`config.mk`:
```
export PLATFORM = sky130hd
export DESIGN_NAME = keypad_to_mouse_translator
export DESIGN_NICKNAME = d
export VERILOG_FILES = /design/src/hdl/kpm_pkg.sv /design/src/hdl/keypad_to_mouse_translator.sv
export SDC_FILE = /design/constraint.sdc
export NUM_CORES = 1
export LEC_CHECK = 0
export BUFFER_PORTS_ARGS = -buffer_cell sky130_fd_sc_hd__buf_2
export CAP_MARGIN = 20
export CORE_MARGIN = 10
export CORE_UTILIZATION = 43
export DETAILED_ROUTE_END_ITERATION = 6
export PLACE_DENSITY_LB_ADDON = 0.12
export SETUP_SLACK_MARGIN = 0.3
export SYNTH_ARGS = -nofsm -noshare
export SYNTH_HDL_FRONTEND = slang
export SYNTH_SLANG_ARGS = --single-unit
export TNS_END_PERCENT = 10
```
`constraint.sdc`:
```
create_clock -name clk -period 5.5 [get_ports clk]
set_clock_uncertainty 0.05 [all_clocks]
set_input_delay 1.1 -clock clk [delete_from_list [all_inputs] [get_ports clk]]
set_output_delay 1.1 -clock clk [all_outputs]
set_load 0.01 [all_outputs]
```
`src/hdl/kpm_pkg.sv`:
```
// Package for the keypad to mouse translator: key codes, event codes,
// destinations and the layout of one result entry. No dependencies.
package kpm_pkg;

    localparam int KEY_W  = 10;
    localparam int TYPE_W = 5;
    localparam int VAL_W  = 16;

    // Event types and relative axes.
    localparam logic [TYPE_W-1:0] EV_NONE = 5'd0;
    localparam logic [TYPE_W-1:0] EV_KEY  = 5'd1;
    localparam logic [TYPE_W-1:0] EV_REL  = 5'd2;

    localparam logic [KEY_W-1:0] REL_X       = 10'd0;
    localparam logic [KEY_W-1:0] REL_Y       = 10'd1;
    localparam logic [KEY_W-1:0] REL_HSCROLL = 10'd6;
    localparam logic [KEY_W-1:0] REL_VSCROLL = 10'd8;

    localparam logic [KEY_W-1:0] MB_LEFT   = 10'd272;
    localparam logic [KEY_W-1:0] MB_RIGHT  = 10'd273;
    localparam logic [KEY_W-1:0] MB_MIDDLE = 10'd274;

    // Keyboard key codes that the translator acts on.
    localparam logic [KEY_W-1:0] K_LSHIFT  = 10'd42;
    localparam logic [KEY_W-1:0] K_KPAST   = 10'd55;
    localparam logic [KEY_W-1:0] K_LALT    = 10'd56;
    localparam logic [KEY_W-1:0] K_NUMLOCK = 10'd69;
    localparam logic [KEY_W-1:0] K_KP7     = 10'd71;
    localparam logic [KEY_W-1:0] K_KP8     = 10'd72;
    localparam logic [KEY_W-1:0] K_KP9     = 10'd73;
    localparam logic [KEY_W-1:0] K_KPMINUS = 10'd74;
    localparam logic [KEY_W-1:0] K_KP4     = 10'd75;
    localparam logic [KEY_W-1:0] K_KP5     = 10'd76;
    localparam logic [KEY_W-1:0] K_KP6     = 10'd77;
    localparam logic [KEY_W-1:0] K_KPPLUS  = 10'd78;
    localparam logic [KEY_W-1:0] K_KP1     = 10'd79;
    localparam logic [KEY_W-1:0] K_KP2     = 10'd80;
    localparam logic [KEY_W-1:0] K_KP3     = 10'd81;
    localparam logic [KEY_W-1:0] K_KP0     = 10'd82;
    localparam logic [KEY_W-1:0] K_KPDOT   = 10'd83;
    localparam logic [KEY_W-1:0] K_KPENTER = 10'd96;
    localparam logic [KEY_W-1:0] K_KPSLASH = 10'd98;

    localparam logic signed [VAL_W-1:0] STEP_MAX   = 16'sd32767;
    localparam logic signed [VAL_W-1:0] STEP_MIN   = -16'sd32767;
    localparam logic signed [VAL_W-1:0] STEP_RESET = 16'sd5;

    typedef enum logic [1:0] {
        DST_KBD  = 2'd0,
        DST_MOV  = 2'd1,
        DST_BTN  = 2'd2,
        DST_EXIT = 2'd3
    } dest_t;

    typedef enum logic [1:0] {
        ESC_ENTER   = 2'd0,
        ESC_NUMLOCK = 2'd1,
        ESC_EITHER  = 2'd2,
        ESC_ALSO    = 2'd3
    } esc_mode_t;

    typedef enum logic [1:0] {
        SEL_LEFT   = 2'd0,
        SEL_MIDDLE = 2'd1,
        SEL_RIGHT  = 2'd2,
        SEL_NONE   = 2'd3
    } button_sel_t;

    // One result item, in tdata order from the highest bit down.
    typedef struct packed {
        logic [VAL_W-1:0]  value;
        logic [KEY_W-1:0]  code;
        logic [TYPE_W-1:0] typ;
        dest_t             dst;
    } result_t;

    function automatic logic [KEY_W-1:0] button_code(input button_sel_t sel);
        logic [KEY_W-1:0] c;
        case (sel)
            SEL_MIDDLE: c = MB_MIDDLE;
            SEL_RIGHT:  c = MB_RIGHT;
            default:    c = MB_LEFT;
        endcase
        return c;
    endfunction

endpackage

```
`src/hdl/keypad_to_mouse_translator.sv`:
```
// Keypad to mouse translator top level: decodes key beats, holds the
// modifier and step state, and plays out up to four result beats.
// Depends on kpm_pkg.
//
//  channel   dir  tdata fields (low bit up)                      extra
//  s_axis    in   event_type[4:0] key_code[14:5] key_value[16:15] -
//  m_axis    out  destination[1:0] out_type[6:2] out_code[16:7]   tlast
//                 out_value[32:17]
//  cfg       in   escape_mode in cfg_wdata[1:0], written on cfg_we -
//
// An accepted beat is decoded in the same cycle into a run register that
// holds all of its results (one to four), which then play out one per cycle
// while m_tready is high; an item without results loads no run.
// The next beat is taken in the cycle the last result of a run is taken, and
// a stalled m_tready holds the run and s_tready. Reset clears the flags, the
// run, the escape mode and the button, and sets the step sizes to 5.
module keypad_to_mouse_translator (
    input  logic        clk,
    input  logic        rst_n,
    input  logic        cfg_we,
    input  logic [1:0]  cfg_wdata,
    input  logic        s_tvalid,
    output logic        s_tready,
    input  logic [23:0] s_tdata,   // event_type, key_code, key_value, zero pad
    output logic        m_tvalid,
    input  logic        m_tready,
    output logic [39:0] m_tdata,   // destination, out_type, out_code, out_value, pad
    output logic        m_tlast
);

    logic [1:0]                  escape_mode_reg;
    kpm_pkg::button_sel_t        sel_reg, sel_next;
    logic                        shift_reg, shift_next;
    logic                        alt_reg, alt_next;
    logic                        numlock_reg, numlock_next;
    logic                        nl_esc_reg, nl_esc_next;
    logic                        ent_esc_reg, ent_esc_next;
    logic signed [15:0]          x_step_reg, x_step_next;
    logic signed [15:0]          y_step_reg, y_step_next;

    kpm_pkg::result_t            run_reg [4];
    kpm_pkg::result_t            ent [4];
    logic                        run_valid_reg;
    logic [1:0]                  idx_reg;
    logic [1:0]                  last_idx_reg;
    logic [2:0]                  cnt;

    logic [4:0]                  in_type;
    logic [9:0]                  in_code;
    logic [1:0]                  in_val;
    logic                        down, press, escaped, accept, pop_last;
    logic                        key_accept, load_run;
    logic [9:0]                  btn;
    logic [15:0]                 kval;

    assign in_type = s_tdata[4:0];
    assign in_code = s_tdata[14:5];
    assign in_val  = s_tdata[16:15];
    assign down    = in_val != 2'd0;
    assign press   = in_val == 2'd1;
    assign kval    = {14'd0, in_val};
    assign btn     = kpm_pkg::button_code(sel_reg);

    assign pop_last   = run_valid_reg && m_tready && (idx_reg == last_idx_reg);
    assign s_tready   = !run_valid_reg || pop_last;
    assign accept     = s_tvalid && s_tready;
    assign key_accept = accept && (in_type == kpm_pkg::EV_KEY);
    assign load_run   = key_accept && (cnt != 3'd0);

    always_comb
    begin
        case (kpm_pkg::esc_mode_t'(escape_mode_reg))
            kpm_pkg::ESC_ENTER:   escaped = ent_esc_reg;
            kpm_pkg::ESC_NUMLOCK: escaped = nl_esc_reg;
            default:              escaped = ent_esc_reg || nl_esc_reg;
        endcase
    end

    always_comb
    begin
        sel_next     = sel_reg;
        shift_next   = 1'b0;
        alt_next     = 1'b0;
        numlock_next = 1'b0;
        nl_esc_next  = nl_esc_reg;
        ent_esc_next = ent_esc_reg;
        x_step_next  = x_step_reg;
        y_step_next  = y_step_reg;
        cnt          = 3'd0;
        for (int i = 0; i < 4; i++)
        begin
            ent[i] = '{value: 16'd0, code: 10'd0, typ: kpm_pkg::EV_NONE,
                       dst: kpm_pkg::DST_KBD};
        end

        case (in_code)
            kpm_pkg::K_LSHIFT, kpm_pkg::K_LALT, kpm_pkg::K_NUMLOCK:
            begin
                if (down)
                begin
                    // On a modifier press the flags are kept; any other key clears them.
                    shift_next   = shift_reg;
                    alt_next     = alt_reg;
                    numlock_next = numlock_reg;
                    if ((in_code == kpm_pkg::K_LSHIFT && alt_reg && numlock_reg) ||
                        (in_code == kpm_pkg::K_LALT && shift_reg && numlock_reg) ||
                        (in_code == kpm_pkg::K_NUMLOCK && shift_reg && alt_reg))
                    begin
                        ent[0] = '{value: 16'd0, code: 10'd0, typ: kpm_pkg::EV_NONE,
                                   dst: kpm_pkg::DST_EXIT};
                        cnt = 3'd1;
                    end
                    else if (in_code == kpm_pkg::K_NUMLOCK)
                    begin
                        numlock_next = 1'b1;
                        nl_esc_next  = 1'b1;
                    end
                    else
                    begin
                        if (in_code == kpm_pkg::K_LSHIFT)
                        begin
                            shift_next = 1'b1;
                        end
                        else
                        begin
                            alt_next = 1'b1;
                        end
                        ent[0] = '{value: kval, code: in_code, typ: kpm_pkg::EV_KEY,
                                   dst: kpm_pkg::DST_KBD};
                        cnt = 3'd1;
                    end
                end
                else if (in_code == kpm_pkg::K_NUMLOCK)
                begin
                    nl_esc_next = 1'b0;
                end
                else
                begin
                    ent[0] = '{value: kval, code: in_code, typ: kpm_pkg::EV_KEY,
                               dst: kpm_pkg::DST_KBD};
                    cnt = 3'd1;
                end
            end
            kpm_pkg::K_KPENTER:
            begin
                ent_esc_next = down;
            end
            kpm_pkg::K_KP0:
            begin
                if (press)
                begin
                    ent[0] = '{value: 16'd1, code: kpm_pkg::MB_LEFT,
                               typ: kpm_pkg::EV_KEY, dst: kpm_pkg::DST_BTN};
                    cnt = 3'd1;
                end
            end
            kpm_pkg::K_KPDOT:
            begin
                // While the NumLock escape is held, dot produces no result.
                if (press && !nl_esc_reg)
                begin
                    ent[0] = '{value: 16'd0, code: kpm_pkg::MB_LEFT,
                               typ: kpm_pkg::EV_KEY, dst: kpm_pkg::DST_BTN};
                    cnt = 3'd1;
                end
            end
            kpm_pkg::K_KP1, kpm_pkg::K_KP3, kpm_pkg::K_KP7, kpm_pkg::K_KP9,
            kpm_pkg::K_KP2, kpm_pkg::K_KP4, kpm_pkg::K_KP6, kpm_pkg::K_KP8:
            begin
                if (down)
                begin
                    if (escaped && (in_code == kpm_pkg::K_KP2 || in_code == kpm_pkg::K_KP8 ||
                                    in_code == kpm_pkg::K_KP4 || in_code == kpm_pkg::K_KP6))
                    begin
                        ent[0].dst  = kpm_pkg::DST_MOV;
                        ent[0].typ  = kpm_pkg::EV_REL;
                        ent[0].code = (in_code == kpm_pkg::K_KP2 || in_code == kpm_pkg::K_KP8)
                                      ? kpm_pkg::REL_VSCROLL : kpm_pkg::REL_HSCROLL;
                        ent[0].value = (in_code == kpm_pkg::K_KP2 || in_code == kpm_pkg::K_KP4)
                                       ? 16'hFFFF : 16'd1;
                        cnt = 3'd1;
                    end
                    else
                    begin
                        ent[0].dst  = kpm_pkg::DST_MOV;
                        ent[0].typ  = kpm_pkg::EV_REL;
                        ent[0].code = kpm_pkg::REL_X;
                        ent[1].dst  = kpm_pkg::DST_MOV;
                        ent[1].typ  = kpm_pkg::EV_REL;
                        ent[1].code = kpm_pkg::REL_Y;
                        case (in_code)
                            kpm_pkg::K_KP1, kpm_pkg::K_KP4, kpm_pkg::K_KP7:
                                ent[0].value = 16'(16'sd0 - x_step_reg);
                            kpm_pkg::K_KP3, kpm_pkg::K_KP6, kpm_pkg::K_KP9:
                                ent[0].value = x_step_reg;
                            default:
                                ent[0].value = 16'd0;
                        endcase
                        case (in_code)
                            kpm_pkg::K_KP7, kpm_pkg::K_KP8, kpm_pkg::K_KP9:
                                ent[1].value = 16'(16'sd0 - y_step_reg);
                            kpm_pkg::K_KP1, kpm_pkg::K_KP2, kpm_pkg::K_KP3:
                                ent[1].value = y_step_reg;
                            default:
                                ent[1].value = 16'd0;
                        endcase
                        cnt = 3'd2;
                    end
                end
            end
            kpm_pkg::K_KP5, kpm_pkg::K_KPPLUS:
            begin
                if (in_code == kpm_pkg::K_KPPLUS && nl_esc_reg && down)
                begin
                    if (y_step_reg != kpm_pkg::STEP_MAX)
                    begin
                        y_step_next = y_step_reg + 16'sd1;
                    end
                end
                else if (press)
                begin
                    // Press and release pairs; plus repeats the pair.
                    for (int i = 0; i < 4; i++)
                    begin
                        ent[i] = '{value: (i % 2 == 0) ? 16'd1 : 16'd0, code: btn,
                                   typ: kpm_pkg::EV_KEY, dst: kpm_pkg::DST_BTN};
                    end
                    cnt = (in_code == kpm_pkg::K_KPPLUS) ? 3'd4 : 3'd2;
                end
            end
            kpm_pkg::K_KPSLASH, kpm_pkg::K_KPAST, kpm_pkg::K_KPMINUS:
            begin
                if (nl_esc_reg && down)
                begin
                    if (in_code == kpm_pkg::K_KPSLASH)
                    begin
                        if (x_step_reg != kpm_pkg::STEP_MIN)
                        begin
                            x_step_next = x_step_reg - 16'sd1;
                        end
                    end
                    else if (in_code == kpm_pkg::K_KPAST)
                    begin
                        if (x_step_reg != kpm_pkg::STEP_MAX)
                        begin
                            x_step_next = x_step_reg + 16'sd1;
                        end
                    end
                    else if (y_step_reg != kpm_pkg::STEP_MIN)
                    begin
                        y_step_next = y_step_reg - 16'sd1;
                    end
                end
                else if (press)
                begin
                    sel_next = (in_code == kpm_pkg::K_KPSLASH) ? kpm_pkg::SEL_LEFT :
                               (in_code == kpm_pkg::K_KPAST)   ? kpm_pkg::SEL_MIDDLE :
                                                                 kpm_pkg::SEL_RIGHT;
                end
            end
            default:
            begin
                ent[0] = '{value: kval, code: in_code, typ: kpm_pkg::EV_KEY,
                           dst: kpm_pkg::DST_KBD};
                cnt = 3'd1;
            end
        endcase
    end

    always_ff @(posedge clk or negedge rst_n)
    begin
        if (!rst_n)
        begin
            escape_mode_reg <= 2'd0;
            sel_reg         <= kpm_pkg::SEL_LEFT;
            shift_reg       <= 1'b0;
            alt_reg         <= 1'b0;
            numlock_reg     <= 1'b0;
            nl_esc_reg      <= 1'b0;
            ent_esc_reg     <= 1'b0;
            x_step_reg      <= kpm_pkg::STEP_RESET;
            y_step_reg      <= kpm_pkg::STEP_RESET;
            run_valid_reg   <= 1'b0;
            idx_reg         <= 2'd0;
            last_idx_reg    <= 2'd0;
        end
        else
        begin
            if (cfg_we)
            begin
                escape_mode_reg <= cfg_wdata;
            end
            if (key_accept)
            begin
                sel_reg     <= sel_next;
                shift_reg   <= shift_next;
                alt_reg     <= alt_next;
                numlock_reg <= numlock_next;
                nl_esc_reg  <= nl_esc_next;
                ent_esc_reg <= ent_esc_next;
                x_step_reg  <= x_step_next;
                y_step_reg  <= y_step_next;
            end
            if (load_run)
            begin
                run_valid_reg <= 1'b1;
                idx_reg       <= 2'd0;
                last_idx_reg  <= 2'(cnt - 3'd1);
            end
            else
            begin
                if (run_valid_reg && m_tready)
                begin
                    idx_reg <= idx_reg + 2'd1;
                end
                if (pop_last)
                begin
                    run_valid_reg <= 1'b0;
                end
            end
        end
    end

    always_ff @(posedge clk)
    begin
        if (load_run)
        begin
            for (int i = 0; i < 4; i++)
            begin
                run_reg[i] <= ent[i];
            end
        end
    end

    assign m_tvalid = run_valid_reg;
    assign m_tdata  = {7'd0, run_reg[idx_reg]};
    assign m_tlast  = idx_reg == last_idx_reg;

endmodule
```
==> results.py <==
metrics = {
    "drt": {
        "vias": 6112,
        "via_per_inst": 5.72,
        "wire_per_inst_um": 17.1,
        "drt_first_pass_iters": 5,
        "drc": 0,
        "final_antenna_net_count": 0,
        "wl_um": 18300,
        "drtIter0Drc": 528,
    },
    "global_route": {
        "grt.total_usage_pct": 16.6,
        "grt_use_met2_pct": 27.8,
        "grt_busiest_layer": "met2",
        "grt_pass1_vias": 5821,
        "antenna_found_initial": 1,
        "grt_use_met1_pct": 21.1,
        "grt_pass1_wl_um": 30000,
        "grt_overflow_total": 0,
        "grt_max_degree": 47,
        "grt_util_met3_pct": 2.78,
    },
    "layout": {
        "drive_above_1_share_pct": 14.0,
        "final_nets": 915,
        "largest_register_ffs": 53,
        "antenna_cells": 0,
        "fillers": 1550,
        "area_growth_pct": 11.5,
    },
    "die": {
        "fp.dieH_um": 148,
        "core_area_um2": 15900,
        "ios": 74,
        "start_util_pct": 44.0,
        "fp-row-count": 46,
        "die-area_um2": 21800,
        "die_w_um": 148,
    },
    "clocking": {
        "clockBufferDepth": 2,
        "insertion_delay_ns": 0.36,
        "post_cts_buffers": 0,
        "cts_sinks": 99,
        "cts_tree": "done",
        "cts_buffers": 9,
        "root_buffer": "clkbuf_16",
        "cts_resized": 0,
        "htree_levels": 3,
        "clk_pin_slew_ns": 0.08,
        "postCtsHoldBufs": 0,
    },
    "synth": {
        "netlist_area_um2": 7020,
        "yosys_warnings": 0,
        "async_flop_share_pct": 46.5,
        "yosys-top-cells-area": "edfxtp_1 (23%), dfrtp_1 (15%), ha_1 (6.2%)",
        "synth_edf_count": 53,
        "synth_top_area_share_pct": 22.7,
        "ys_seq_area_share_pct": 39.2,
        "synthTopCellsByCount": "nor2_1 (94), nand2_1 (83), o21ai_0 (66), a21oi_1 (62), edfxtp_1 (53)",
        "synth.most_common_cell": "nor2_1",
        "ys_ff_latch": 99,
        "synth_largest_area_cell": "edfxtp_1",
        "synth.distinct_cells": 72,
        "avgSynthCellArea_um2": 8.74,
        "syn_inst": 803,
        "synthFlopType": "edfxtp_1",
    },
    "min_path": {
        "hold_start": "numlock_reg$_DFFE_PN0P_",
        "hold_end": "numlock_reg$_DFFE_PN0P_",
        "holdPathStages": 1,
        "hold_class": "flop to flop",
    },
    "sta": {
        "finalSetupViolations": 0,
        "max_slew_margin_pct": 35.1,
        "max_freq_ghz": 0.206,
        "period_share_pct": 88.4,
        "tns_ns": 0,
        "worst_pin_slew_ns": 0.970,
        "fin_crit_ns": 4.86,
        "hold_viol": 0,
        "fin_ws_ns": 0.639,
        "drv_slew": 0,
        "rsz0062_at_grt": "true",
    },
    "setup_path": {
        "reg2reg_from": "y_step_reg[1]$_DFFE_PN0P_",
        "critPathMaxStageDelay_ns": 0.55,
        "r2r_slack_ns": 2.48,
        "crit_path_end_kind": "flop",
        "reg2reg_depth": 10,
        "worstPathCellList": "buf_2, or4b_4, or3_1, o21a_1, o21a_1, inv_1, ha_1, a21oi_1, o21ai_0, a2111oi_0, nor3_1, a41oi_1, a21oi_1, a21oi_1, xor2_1, o21ai_0",
        "required_ns": 5.70,
        "crit_fanout": 8,
        "worstSetupPathType": "primary input to flop",
        "crit_top_cell": "a21oi_1",
        "startpoint_type": "primary input",
        "worstPathArrival_ns": 5.06,
        "slowest_stage": "or4b_4",
        "r2r-end": "y_step_reg[14]$_DFFE_PN0P_",
    },
    "place": {
        "gp_congestion": 0.918,
        "io_buffers": 56,
        "preCtsSetupSlack_ns": 0.173,
        "dp_hpwl_um": 13500,
    },
    "flow_run": {
        "cap_violations": 0,
    },
    "power": {
        "peakVddDrop_v": 0.000179,
        "total_leakage_power_nw": 3.28,
        "cellPowerDensity_nw_per_um2": 236,
    },
    "status": {
        "status": "finished, final reports clean",
    },
}
metrics by stage:
| step | cells | util, % | hold WS (ns) | cell area, µm² | total power, mW |
|---|---|---|---|---|---|
| after floorplan | 812 | - | 0.406 | 7060 | 1.07 |
| after global placement | 1051 | 47.0 | 0.432 | 7490 | 1.21 |
| after detailed placement | 1051 | 47.0 | 0.443 | 7490 | 1.22 |
| after CTS | 1067 | 48.9 | 0.460 | 7800 | 1.87 |
| after global routing | 1068 | 49.1 | 0.484 | 7820 | 1.94 |
| final | 1068 | 49.1 | 0.450 | 7820 | 1.85 |
where the power goes:
group	total, mW	internal (mW)	leakage [nW]	switching, mW
registers	0.795	0.788	1.13	0.00704
logic	0.398	0.159	2.00	0.239
clock network	0.654	0.326	0.151	0.328
total	1.85	1.27	3.28	0.574
layer usage:
layer | vias up | share of wire, %
met4 | 0 | 2.1
met5 | - | 0
met2 | 175 | 48
li1 | 2999 | -
met1 | 2909 | 45
met3 | 29 | 4.7
cells in the final DEF, fill, tap and decap left out, types with 4 or more instances in the layout:
master,synthesis,final
nor4_1,6,6
o211ai_1,4,4
inv_1,14,14
nor3_1,30,30
buf_4,11,15
a211oi_1,8,7
conb_1,1,10
clkbuf_16,0,9
or4_1,4,4
dfstp_2,4,4
nor2_1,94,94
a21oi_1,62,61
dfrtp_1,42,42
ha_1,35,35
nand4_1,13,13
and2_1,10,10
a31oi_1,4,4
nand2_1,83,83
xnor2_1,12,12
mux2i_1,18,18
nor2b_1,6,6
o21ai_0,66,66
nand3_1,29,29
or3_1,13,13
or2_2,5,5
buf_2,7,56
o21ai_1,5,5
xor2_1,23,23
nand2b_1,14,14
o21a_1,10,10
mux2_2,5,5
edfxtp_1,53,53
a21o_1,11,11
and3_1,10,10
critical path, delay by kind of cell:
| family | cells | cell delay [ns] |
|---|---|---|
| AOI/OAI and AO/OA | 9 | 1.93 |
| xor gates and xnor gates | 1 | 0.15 |
| adders and majority gates | 1 | 0.34 |
| buffers and inverters | 2 | 0.43 |
| and+or+nand+nor | 3 | 1.12 |
how the worst max path moves through the flow:
stage	startpoint	end	slack, ns	cells after the start
global placement	s_tdata[7]	y_step_reg[15]$_DFFE_PN0P_	0.20	17
CTS	s_tdata[7]	y_step_reg[15]$_DFFE_PN0P_	0.54	16
global route	s_tdata[7]	y_step_reg[14]$_DFFE_PN0P_	0.24	16
finish	s_tdata[7]	y_step_reg[14]$_DFFE_PN0P_	0.64	16
floorplan	s_tdata[8]	x_step_reg[14]$_DFFE_PN0P_	0.59	15
detailed placement	s_tdata[7]	y_step_reg[15]$_DFFE_PN0P_	0.17	17
layout make-up:
cell class	count	area, µm²	area share, %
timing repair buffer	73	428	5.47
multi-input combinational	649	4010	51.3
inverter	15	56.3	0.720
tap	216	270	3.46
sequential	99	2750	35.1
clock buffer	9	225	2.88
clock inverter	7	81.3	1.04
logic make-up after synthesis:
group | count (synthesis) | synth area share [%]
other | 1 | 0.0535
multiplexers | 24 | 3.58
flip-flops | 99 | 39.2
AND/OR/NAND/NOR | 341 | 24.3
adder cells (fa/ha/maj) | 37 | 6.81
AO/OA/AOI/OAI | 202 | 17.4
XOR/XNOR | 35 | 4.37
buffers and inverters | 64 | 4.35
Power figures use the tool's default switching activity.
